===== config.mk =====
export PLATFORM = sky130hd
export DESIGN_NAME = quoted_printable_decoder_core
export DESIGN_NICKNAME = d
export VERILOG_FILES = /design/src/hw/rtl/qpd_pkg.sv /design/src/hw/rtl/quoted_printable_decoder_core.sv /design/src/hw/rtl/qpd_char_class.sv /design/src/hw/rtl/qpd_decode_fsm.sv
export SDC_FILE = /design/constraint.sdc
export NUM_CORES = 1
export LEC_CHECK = 0
export ABC_AREA = 1
export ABC_CLOCK_PERIOD_IN_PS = 2800
export BUFFER_PORTS_ARGS = -buffer_cell sky130_fd_sc_hd__buf_4
export CORE_ASPECT_RATIO = 0.8
export CORE_MARGIN = 2
export CORE_UTILIZATION = 35
export CTS_BUF_LIST = sky130_fd_sc_hd__clkbuf_2
export CTS_CLUSTER_SIZE = 24
export DETAILED_ROUTE_END_ITERATION = 10
export HOLD_SLACK_MARGIN = 0.05
export SLEW_MARGIN = 40
export SYNTH_ARGS = -nofsm -noshare
export SYNTH_HDL_FRONTEND = slang
export SYNTH_SLANG_ARGS = --single-unit
export TNS_END_PERCENT = 30

===== constraint.sdc =====
create_clock -name clk_i -period 2.8 [get_ports clk_i]
set_input_delay 0.14 -clock clk_i [delete_from_list [all_inputs] [get_ports clk_i]]
set_output_delay 0.14 -clock clk_i [all_outputs]
set_load 0.02 [all_outputs]

===== src/hw/rtl/qpd_pkg.sv =====
// ----------------------------------------------------------------------------
// qpd_pkg
// Shared types and constants of the quoted-printable decoder core.
// ----------------------------------------------------------------------------
package qpd_pkg;

  // Width of the per-message decoded byte counter.
  localparam int unsigned COUNT_BITS = 16;
  // Width of the byte count carried on the result beat.
  localparam int unsigned COUNT_OUT_BITS = 16;

  localparam logic [7:0] CHAR_TAB     = 8'h09;
  localparam logic [7:0] CHAR_SPACE   = 8'h20;
  localparam logic [7:0] CHAR_EQUALS  = 8'h3d;
  localparam logic [7:0] PLAIN_LO     = 8'h21;
  localparam logic [7:0] PLAIN_HI     = 8'h7e;
  localparam logic [7:0] DIGIT_LO     = 8'h30;
  localparam logic [7:0] DIGIT_HI     = 8'h39;
  localparam logic [7:0] UPPER_LO     = 8'h41;
  localparam logic [7:0] UPPER_HI     = 8'h5a;
  localparam logic [7:0] LOWER_LO     = 8'h61;
  localparam logic [7:0] LOWER_HI     = 8'h7a;
  localparam logic [7:0] UPPER_OFS    = 8'h37;
  localparam logic [7:0] LOWER_OFS    = 8'h57;
  localparam logic [7:0] HIGH_MASK    = 8'hf0;
  localparam logic [3:0] NIBBLE_MASK  = 4'hf;

  // Escape sequence position; code 3 never arises and decodes as ESC_LOW.
  typedef enum logic [1:0] {
    ESC_PLAIN = 2'd0,
    ESC_HIGH  = 2'd1,
    ESC_LOW   = 2'd2
  } esc_phase_e;

  // Classification of one encoded character.
  typedef struct packed {
    logic       plain_ok;  // legal outside an escape
    logic       is_equals; // escape introducer
    logic       alnum;     // legal inside an escape
    logic [3:0] nibble;    // lenient nibble value
  } char_class_t;

  // One result beat.
  typedef struct packed {
    logic [COUNT_OUT_BITS-1:0] byte_count;
    logic                      bad_input;
    logic                      message_done;
    logic                      byte_valid;
    logic [7:0]                out_byte;
  } qpd_result_t;

  // Clamp the internal counter to the result field width.
  function automatic logic [COUNT_OUT_BITS-1:0] cap_count(input logic [COUNT_BITS-1:0] cnt);
    logic [31:0] wide;
    wide = 32'(cnt);
    if (wide > 32'(16'hffff)) begin
      cap_count = {COUNT_OUT_BITS{1'b1}};
    end else begin
      cap_count = wide[COUNT_OUT_BITS-1:0];
    end
  endfunction

endpackage


===== src/hw/rtl/quoted_printable_decoder_core.sv =====
// ----------------------------------------------------------------------------
// quoted_printable_decoder_core
// Streaming quoted-printable decoder, one encoded character per beat.
// ----------------------------------------------------------------------------
// Usage:
//   Slave channel: one encoded character per beat on s_axis_tdata_i, with
//   s_axis_tlast_i high on the final character of a message.
//   Master channel: at most one result beat per input beat. A beat carries
//   a decoded byte (tuser bit 0), the end of a message (tlast), an abort on
//   an illegal character (tuser bit 1) and, at message end, the saturating
//   byte count. Escape openers and legal high nibbles that do not end the
//   message, and the rest of an aborted message, produce no beat.
//   Path: a character accepted into the input register passes the decode
//   stage and gives its result beat from the result register.
//   Throughput: one character per cycle while m_axis_tready_i stays high,
//   through the single decode stage between the input and result registers.
//   Stall: when the receiver holds m_axis_tready_i low with a result
//   pending, the decode stage holds its character and the slave channel
//   takes at most one more beat into the input register, then stalls.
//   Reset: rst_ni clears both pipeline valid flags, the escape state, the
//   discard flag and the byte counter; the first character after reset
//   starts a new message.
// ----------------------------------------------------------------------------
module quoted_printable_decoder_core (
  input  logic        clk_i,
  input  logic        rst_ni,
  // Slave channel
  input  logic        s_axis_tvalid_i,
  output logic        s_axis_tready_o,
  input  logic [7:0]  s_axis_tdata_i,  // [7:0] char_in
  input  logic        s_axis_tlast_i,  // last_char
  // Master channel
  output logic        m_axis_tvalid_o,
  input  logic        m_axis_tready_i,
  output logic [23:0] m_axis_tdata_o,  // [7:0] out_byte, [23:8] byte_count
  output logic [1:0]  m_axis_tuser_o,  // [0] byte_valid, [1] bad_input
  output logic        m_axis_tlast_o   // message_done
);

  // Input register
  logic                 in_valid_q, in_valid_d;
  logic [7:0]           in_char_q;
  logic                 in_last_q;

  // Result register
  logic                 out_valid_q, out_valid_d;
  qpd_pkg::qpd_result_t out_res_q;

  logic                 advance;
  logic                 res_valid;
  qpd_pkg::qpd_result_t res;
  qpd_pkg::char_class_t char_class;

  // Advance the decode stage whenever it holds a character and the result register can take a beat.
  assign advance         = in_valid_q && (!out_valid_q || m_axis_tready_i);
  assign s_axis_tready_o = !in_valid_q || advance;

  assign in_valid_d  = (s_axis_tvalid_i && s_axis_tready_o) || (in_valid_q && !advance);
  assign out_valid_d = (advance && res_valid) || (out_valid_q && !m_axis_tready_i);

  always_ff @(posedge clk_i or negedge rst_ni) begin
    if (!rst_ni) begin
      in_valid_q  <= 1'b0;
      out_valid_q <= 1'b0;
    end else begin
      in_valid_q  <= in_valid_d;
      out_valid_q <= out_valid_d;
    end
  end

  // Payload registers: load on accept or on a new result, hold otherwise.
  always_ff @(posedge clk_i) begin
    if (s_axis_tvalid_i && s_axis_tready_o) begin
      in_char_q <= s_axis_tdata_i;
      in_last_q <= s_axis_tlast_i;
    end
    if (advance && res_valid) begin
      out_res_q <= res;
    end
  end

  qpd_char_class u_char_class (
    .char_i  (in_char_q),
    .class_o (char_class)
  );

  qpd_decode_fsm u_decode_fsm (
    .clk_i       (clk_i),
    .rst_ni      (rst_ni),
    .advance_i   (advance),
    .char_i      (in_char_q),
    .last_i      (in_last_q),
    .class_i     (char_class),
    .res_valid_o (res_valid),
    .res_o       (res)
  );

  assign m_axis_tvalid_o = out_valid_q;
  assign m_axis_tdata_o  = {out_res_q.byte_count, out_res_q.out_byte};
  assign m_axis_tuser_o  = {out_res_q.bad_input, out_res_q.byte_valid};
  assign m_axis_tlast_o  = out_res_q.message_done;

endmodule


===== src/hw/rtl/qpd_char_class.sv =====
// ----------------------------------------------------------------------------
// qpd_char_class
// Classifies one encoded character and maps it to a nibble value.
// ----------------------------------------------------------------------------
module qpd_char_class (
  input  logic [7:0]           char_i,
  output qpd_pkg::char_class_t class_o
);

  logic       is_digit;
  logic       is_upper;
  logic       is_lower;
  logic [7:0] upper_val;
  logic [7:0] lower_val;

  assign is_digit = (char_i >= qpd_pkg::DIGIT_LO) && (char_i <= qpd_pkg::DIGIT_HI);
  assign is_upper = (char_i >= qpd_pkg::UPPER_LO) && (char_i <= qpd_pkg::UPPER_HI);
  assign is_lower = (char_i >= qpd_pkg::LOWER_LO) && (char_i <= qpd_pkg::LOWER_HI);

  // Letters past 'F' wrap around the nibble range.
  assign upper_val = char_i - qpd_pkg::UPPER_OFS;
  assign lower_val = char_i - qpd_pkg::LOWER_OFS;

  always_comb begin
    class_o.plain_ok  = ((char_i >= qpd_pkg::PLAIN_LO) && (char_i <= qpd_pkg::PLAIN_HI)) ||
                        (char_i == qpd_pkg::CHAR_SPACE) || (char_i == qpd_pkg::CHAR_TAB);
    class_o.is_equals = (char_i == qpd_pkg::CHAR_EQUALS);
    class_o.alnum     = is_digit || is_upper || is_lower;
    if (is_digit) begin
      class_o.nibble = char_i[3:0];
    end else if (is_upper) begin
      class_o.nibble = upper_val[3:0] & qpd_pkg::NIBBLE_MASK;
    end else begin
      class_o.nibble = lower_val[3:0] & qpd_pkg::NIBBLE_MASK;
    end
  end

endmodule


===== src/hw/rtl/qpd_decode_fsm.sv =====
// ----------------------------------------------------------------------------
// qpd_decode_fsm
// Escape state machine, message counter and result forming for one beat.
// ----------------------------------------------------------------------------
module qpd_decode_fsm (
  input  logic                        clk_i,
  input  logic                        rst_ni,
  input  logic                        advance_i,
  input  logic [7:0]                  char_i,
  input  logic                        last_i,
  input  qpd_pkg::char_class_t        class_i,
  output logic                        res_valid_o,
  output qpd_pkg::qpd_result_t        res_o
);

  qpd_pkg::esc_phase_e               phase_q, phase_d;
  logic [3:0]                        high_q, high_d;
  logic                              discard_q, discard_d;
  logic [qpd_pkg::COUNT_BITS-1:0]    count_q, count_d;
  logic [qpd_pkg::COUNT_BITS-1:0]    count_inc;
  logic [7:0]                        esc_byte;

  assign count_inc = (count_q == {qpd_pkg::COUNT_BITS{1'b1}}) ? count_q
                                                               : count_q + 1'b1;
  assign esc_byte  = ({high_q, 4'h0} & qpd_pkg::HIGH_MASK) | {4'h0, class_i.nibble};

  always_ff @(posedge clk_i or negedge rst_ni) begin
    if (!rst_ni) begin
      phase_q   <= qpd_pkg::ESC_PLAIN;
      high_q    <= '0;
      discard_q <= 1'b0;
      count_q   <= '0;
    end else if (advance_i) begin
      phase_q   <= phase_d;
      high_q    <= high_d;
      discard_q <= discard_d;
      count_q   <= count_d;
    end
  end

  always_comb begin
    phase_d     = phase_q;
    high_d      = high_q;
    discard_d   = discard_q;
    count_d     = count_q;
    res_valid_o = 1'b0;
    res_o       = '0;

    if (discard_q) begin
      // Drop the rest of an aborted message.
      if (last_i) begin
        discard_d = 1'b0;
      end
    end else begin
      unique case (phase_q)
        qpd_pkg::ESC_PLAIN: begin
          if (!class_i.plain_ok) begin
            res_valid_o        = 1'b1;
            res_o.message_done = 1'b1;
            res_o.bad_input    = 1'b1;
            res_o.byte_count   = qpd_pkg::cap_count(count_q);
            discard_d          = !last_i;
          end else if (class_i.is_equals) begin
            if (last_i) begin
              // Soft line break at message end.
              res_valid_o        = 1'b1;
              res_o.message_done = 1'b1;
              res_o.byte_count   = qpd_pkg::cap_count(count_q);
            end else begin
              phase_d = qpd_pkg::ESC_HIGH;
              high_d  = '0;
            end
          end else begin
            res_valid_o        = 1'b1;
            res_o.out_byte     = char_i;
            res_o.byte_valid   = 1'b1;
            res_o.message_done = last_i;
            res_o.byte_count   = last_i ? qpd_pkg::cap_count(count_inc) : '0;
            count_d            = count_inc;
          end
        end
        qpd_pkg::ESC_HIGH: begin
          if (!class_i.alnum) begin
            res_valid_o        = 1'b1;
            res_o.message_done = 1'b1;
            res_o.bad_input    = 1'b1;
            res_o.byte_count   = qpd_pkg::cap_count(count_q);
            discard_d          = !last_i;
          end else begin
            high_d  = class_i.nibble;
            phase_d = qpd_pkg::ESC_LOW;
            if (last_i) begin
              // Unfinished escape: end the message without a byte.
              res_valid_o        = 1'b1;
              res_o.message_done = 1'b1;
              res_o.byte_count   = qpd_pkg::cap_count(count_q);
            end
          end
        end
        default: begin
          if (!class_i.alnum) begin
            res_valid_o        = 1'b1;
            res_o.message_done = 1'b1;
            res_o.bad_input    = 1'b1;
            res_o.byte_count   = qpd_pkg::cap_count(count_q);
            discard_d          = !last_i;
          end else begin
            res_valid_o        = 1'b1;
            res_o.out_byte     = esc_byte;
            res_o.byte_valid   = 1'b1;
            res_o.message_done = last_i;
            res_o.byte_count   = last_i ? qpd_pkg::cap_count(count_inc) : '0;
            count_d            = count_inc;
            phase_d            = qpd_pkg::ESC_PLAIN;
            high_d             = '0;
          end
        end
      endcase

      // Message end returns every state entry to reset.
      if (last_i) begin
        phase_d   = qpd_pkg::ESC_PLAIN;
        high_d    = '0;
        discard_d = 1'b0;
        count_d   = '0;
      end
    end

    if (discard_q && last_i) begin
      phase_d = qpd_pkg::ESC_PLAIN;
      high_d  = '0;
      count_d = '0;
    end
  end

endmodule

==> out/qor.csv <==
stage,metric,value,unit
run_status,status,"complete, no violations",
power,P per Cell Area,542,nW/um^2
timing,final setup fails,0,
yosys,"Avg Cell Area, Syn",7.29,sq um
timing,post-layout minimum cycle time,2.38,ns
die,Ports,42,
placement,port bufs,41,
yosys,"EDFF count, synth",36,
layout,share of layout cells above drive strength 1,18.4,%
run,number of max-cap violations,0,
yosys,post-synth top area cell,edfxtp_1,
worst_setup_path,CP Launch Type,flip-flop,
timing,Final Slew Violations,0,
worst_hold_path,worst hold path class,in2reg,
worst_setup_path,CP max-delay cell,edfxtp_1,
global_route,initial antenna violation count,0,
worst_setup_path,"slowest stage delay, CP",0.52,ns
yosys,Cell variety after synth,33,
yosys,Synth Instances,544,
global_route,GRT Util Overall,18.5,%
yosys,post-synth top area share,27.2,%
worst_setup_path,r2r setup slk,0.42,ns
worst_setup_path,worst setup path category,reg2reg,
layout,nets,614,
yosys,"top cells by area, synth","edfxtp_1 (27%), nand2_1 (19%), dfrtp_1 (16%)",
drt,Wirelength per Cell,14.3,microns
clock_tree,worst skew pair latency,0.51,ns
power,Leakage,2.22,nW
yosys,share of the yosys chip area belonging to registers,43.0,%
timing,RSZ-0062 raised after global routing,no,
timing,final worst slack,0.416,ns
global_route,grt met3 use,4.36,%
worst_setup_path,critical path endpoint category,flip-flop,
timing,fmax,419,MHz
drt,Routed Antenna Nets,0,
global_route,global route total overflow,0,
global_route,met1 GRT Util,28.7,%
die,die width,123,microns
clock_tree,Clock Path Buffers,2,
timing,measured slew at the worst slew-check pin,0.534,ns
placement,post-DP HPWL,7860,microns
placement,pre-CTS setup slack,0.485,ns
clock_tree,CTS Sinks,61,
drt,DRT iter0 DRCs,369,
drt,vias post-DR,3683,
clock_tree,CTS tree,yes,
global_route,first-pass GRT wire length,17500,microns
layout,Fillers,1142,
clock_tree,CTS Buf Count,9,
global_route,pin count of the biggest net entering global routing,33,
yosys,Yosys Warn Count,0,
yosys,most used flip-flop cell after synthesis,edfxtp_1,
timing,Final Hold Viols,0,
layout,antenna cells,0,
yosys,post-synthesis async set-or-reset flop share,41.0,%
die,Die ar.,12200,sq um
power,highest ir drop seen on vdd,0.241,mV
drt,first drt pass iteration count,6,
timing,Sum Neg Setup Slack,0,ns
yosys,synthesized area,3970,sq um
global_route,vias in the first global route,3410,
die,starting density of the core,36.1,%
worst_setup_path,CP required,2.98,ns
timing,"Period Utilization, post-route",85.2,%
yosys,Yosys reg bits,61,
timing,clock skew,0.0306,ns
layout,most frequent cells in the layout,"nand2_1 (205), nor2_1 (72), inv_1 (56)",
drt,Final Routed Wirelength,10600,microns
global_route,Global Route met2 Usage,25.3,%
die,core area,11000,sq um
clock_tree,"Reg clk slew, reported paths",0.19,ns
worst_setup_path,CP arrival,2.56,ns
worst_setup_path,Critical Path Fanout Max,27,
placement,GPL Wtd Cong,0.960,
clock_tree,H-Tree Depth,3,
die,die span in y,99.2,microns
layout,Syn-to-layout area delta,16.8,%
clock_tree,clock root cell,clkbuf_2,
worst_setup_path,crit-path cells,ha_1 > inv_1 > nand3_1 > nor2_2 > nor2_4 > nand3_1 > nand2_1 > inv_1 > a21oi_1 > nor2_2 > buf_4,
layout,"most common cell after layout, fill and taps aside",nand2_1,
global_route,Most Crowded Layer GR,met1,
timing,worst rel slew slack,64.4,%
drt,DRC errors left,0,
yosys,syn nets,561,
die,row cnt,34,
drt,vias per std cell,4.94,
==> final cells by class <==
type | instances | area (sq um) | area share (%)
Clock inverter | 7 | 82.6 | 1.78
Tap cell | 144 | 180 | 3.89
Timing Repair Buffer | 60 | 483 | 10.4
Sequential cell | 61 | 1710 | 36.8
Inverter | 62 | 234 | 5.05
Clock buffer | 9 | 45.0 | 0.972
Multi-Input combinational cell | 403 | 1900 | 41.1
==> cell usage after synthesis, types with 2 or more instances <==
cell      count
a21oi_1      10
o21ai_0      16
nand3_2       4
nand2_4       4
nand4_1       4
inv_2         4
nor3_1        2
a22oi_1       2
o21ai_2      18
xor2_1        9
edfxtp_1     36
inv_1        56
ha_1          4
buf_6         6
buf_2         6
clkbuf_1      4
nand2_1     205
nor2_2        6
nor2_1       73
dfrtp_1      25
nand2_2       8
nand3_1      29
o21ai_1       3
==> through the flow <==
stage,util [%],hold slack (ns),power (mW),cell area [sq um],instances
after floorplan,-,-0.156,1.67,3970,544
after global placement,39.8,0.0743,1.90,4360,715
after detailed placement,39.8,0.0712,1.91,4360,715
after CTS,42.3,0.314,2.53,4640,746
after global routing,42.2,0.296,2.67,4640,746
final,42.2,0.353,2.51,4640,746
==> what timing repair did <==
| item | in CTS | in global routing |
|---|---|---|
| buffers inserted | 0 | 0 |
| gates resized for setup | 0 | 0 |
| hold endpoints to repair | 36 | 0 |
| hold buffers | 15 | 0 |
==> worst paths after layout <==
| path | cells past startpoint | from | to |
|---|---|---|---|
| worst max-delay path | 11 | in_char_q[0]$_DFFE_PP_ | m_axis_tdata_o[14]$_SDFFCE_PP0P_ |
| worst min-delay path | 2 | s_axis_tdata_i[0] | in_char_q[0]$_DFFE_PP_ |
| worst max register to register | 11 | in_char_q[0]$_DFFE_PP_ | m_axis_tdata_o[14]$_SDFFCE_PP0P_ |
| worst min register to register | 2 | u_decode_fsm.high_q[1]$_DFFE_PN0P_ | u_decode_fsm.high_q[1]$_DFFE_PN0P_ |
| max in group asynchronous | 4 | rst_ni | u_decode_fsm.count_q[7]$_DFFE_PN0P_ |
| min in group asynchronous | 3 | rst_ni | u_decode_fsm.count_q[4]$_DFFE_PN0P_ |
==> cell families (layout without fill, tap and decap cells) <==
family	after synthesis	count (layout)	synth area share [%]
AOI/OAI and AO/OA	51	51	8.42
and+or+nand+nor	338	338	36.0
adders and majority gates	4	4	1.26
buffers and inverters	80	138	9.05
DFF	61	61	43.0
xor gates and xnor gates	10	10	2.21
==> worst max-delay path: cells and delay by family, from the launching register on <==
family / cells / cell delay [ns]
simple gates: 6 / 0.61
compound gates: 1 / 0.07
buf+inv: 3 / 0.60
flops: 1 / 0.52
fa+ha+maj: 1 / 0.27
==> per-layer routing <==
| layer | share of wire, % | vias to the layer above |
|---|---|---|
| li1 | - | 1816 |
| met1 | 48 | 1701 |
| met2 | 41 | 156 |
| met3 | 9.7 | 10 |
| met4 | 0.97 | 0 |
| met5 | 0 | - |
==> registers in the layout (all words and copies together), names as in the netlist, 2 cells and up <==
register              cells
in_char_q                 8
u_decode_fsm.high_q       4
m_axis_tuser_o            2
m_axis_tdata_o           24
u_decode_fsm.phase_q      2
u_decode_fsm.count_q     16
==> where the power goes <==
part,leakage [nW],internal [mW],switching (mW)
clock,0.0710,0.220,0.376
combinational,1.46,0.244,0.513
sequential,0.689,1.09,0.0716
total,2.22,1.55,0.961
(Power assumes the default switching activity.)
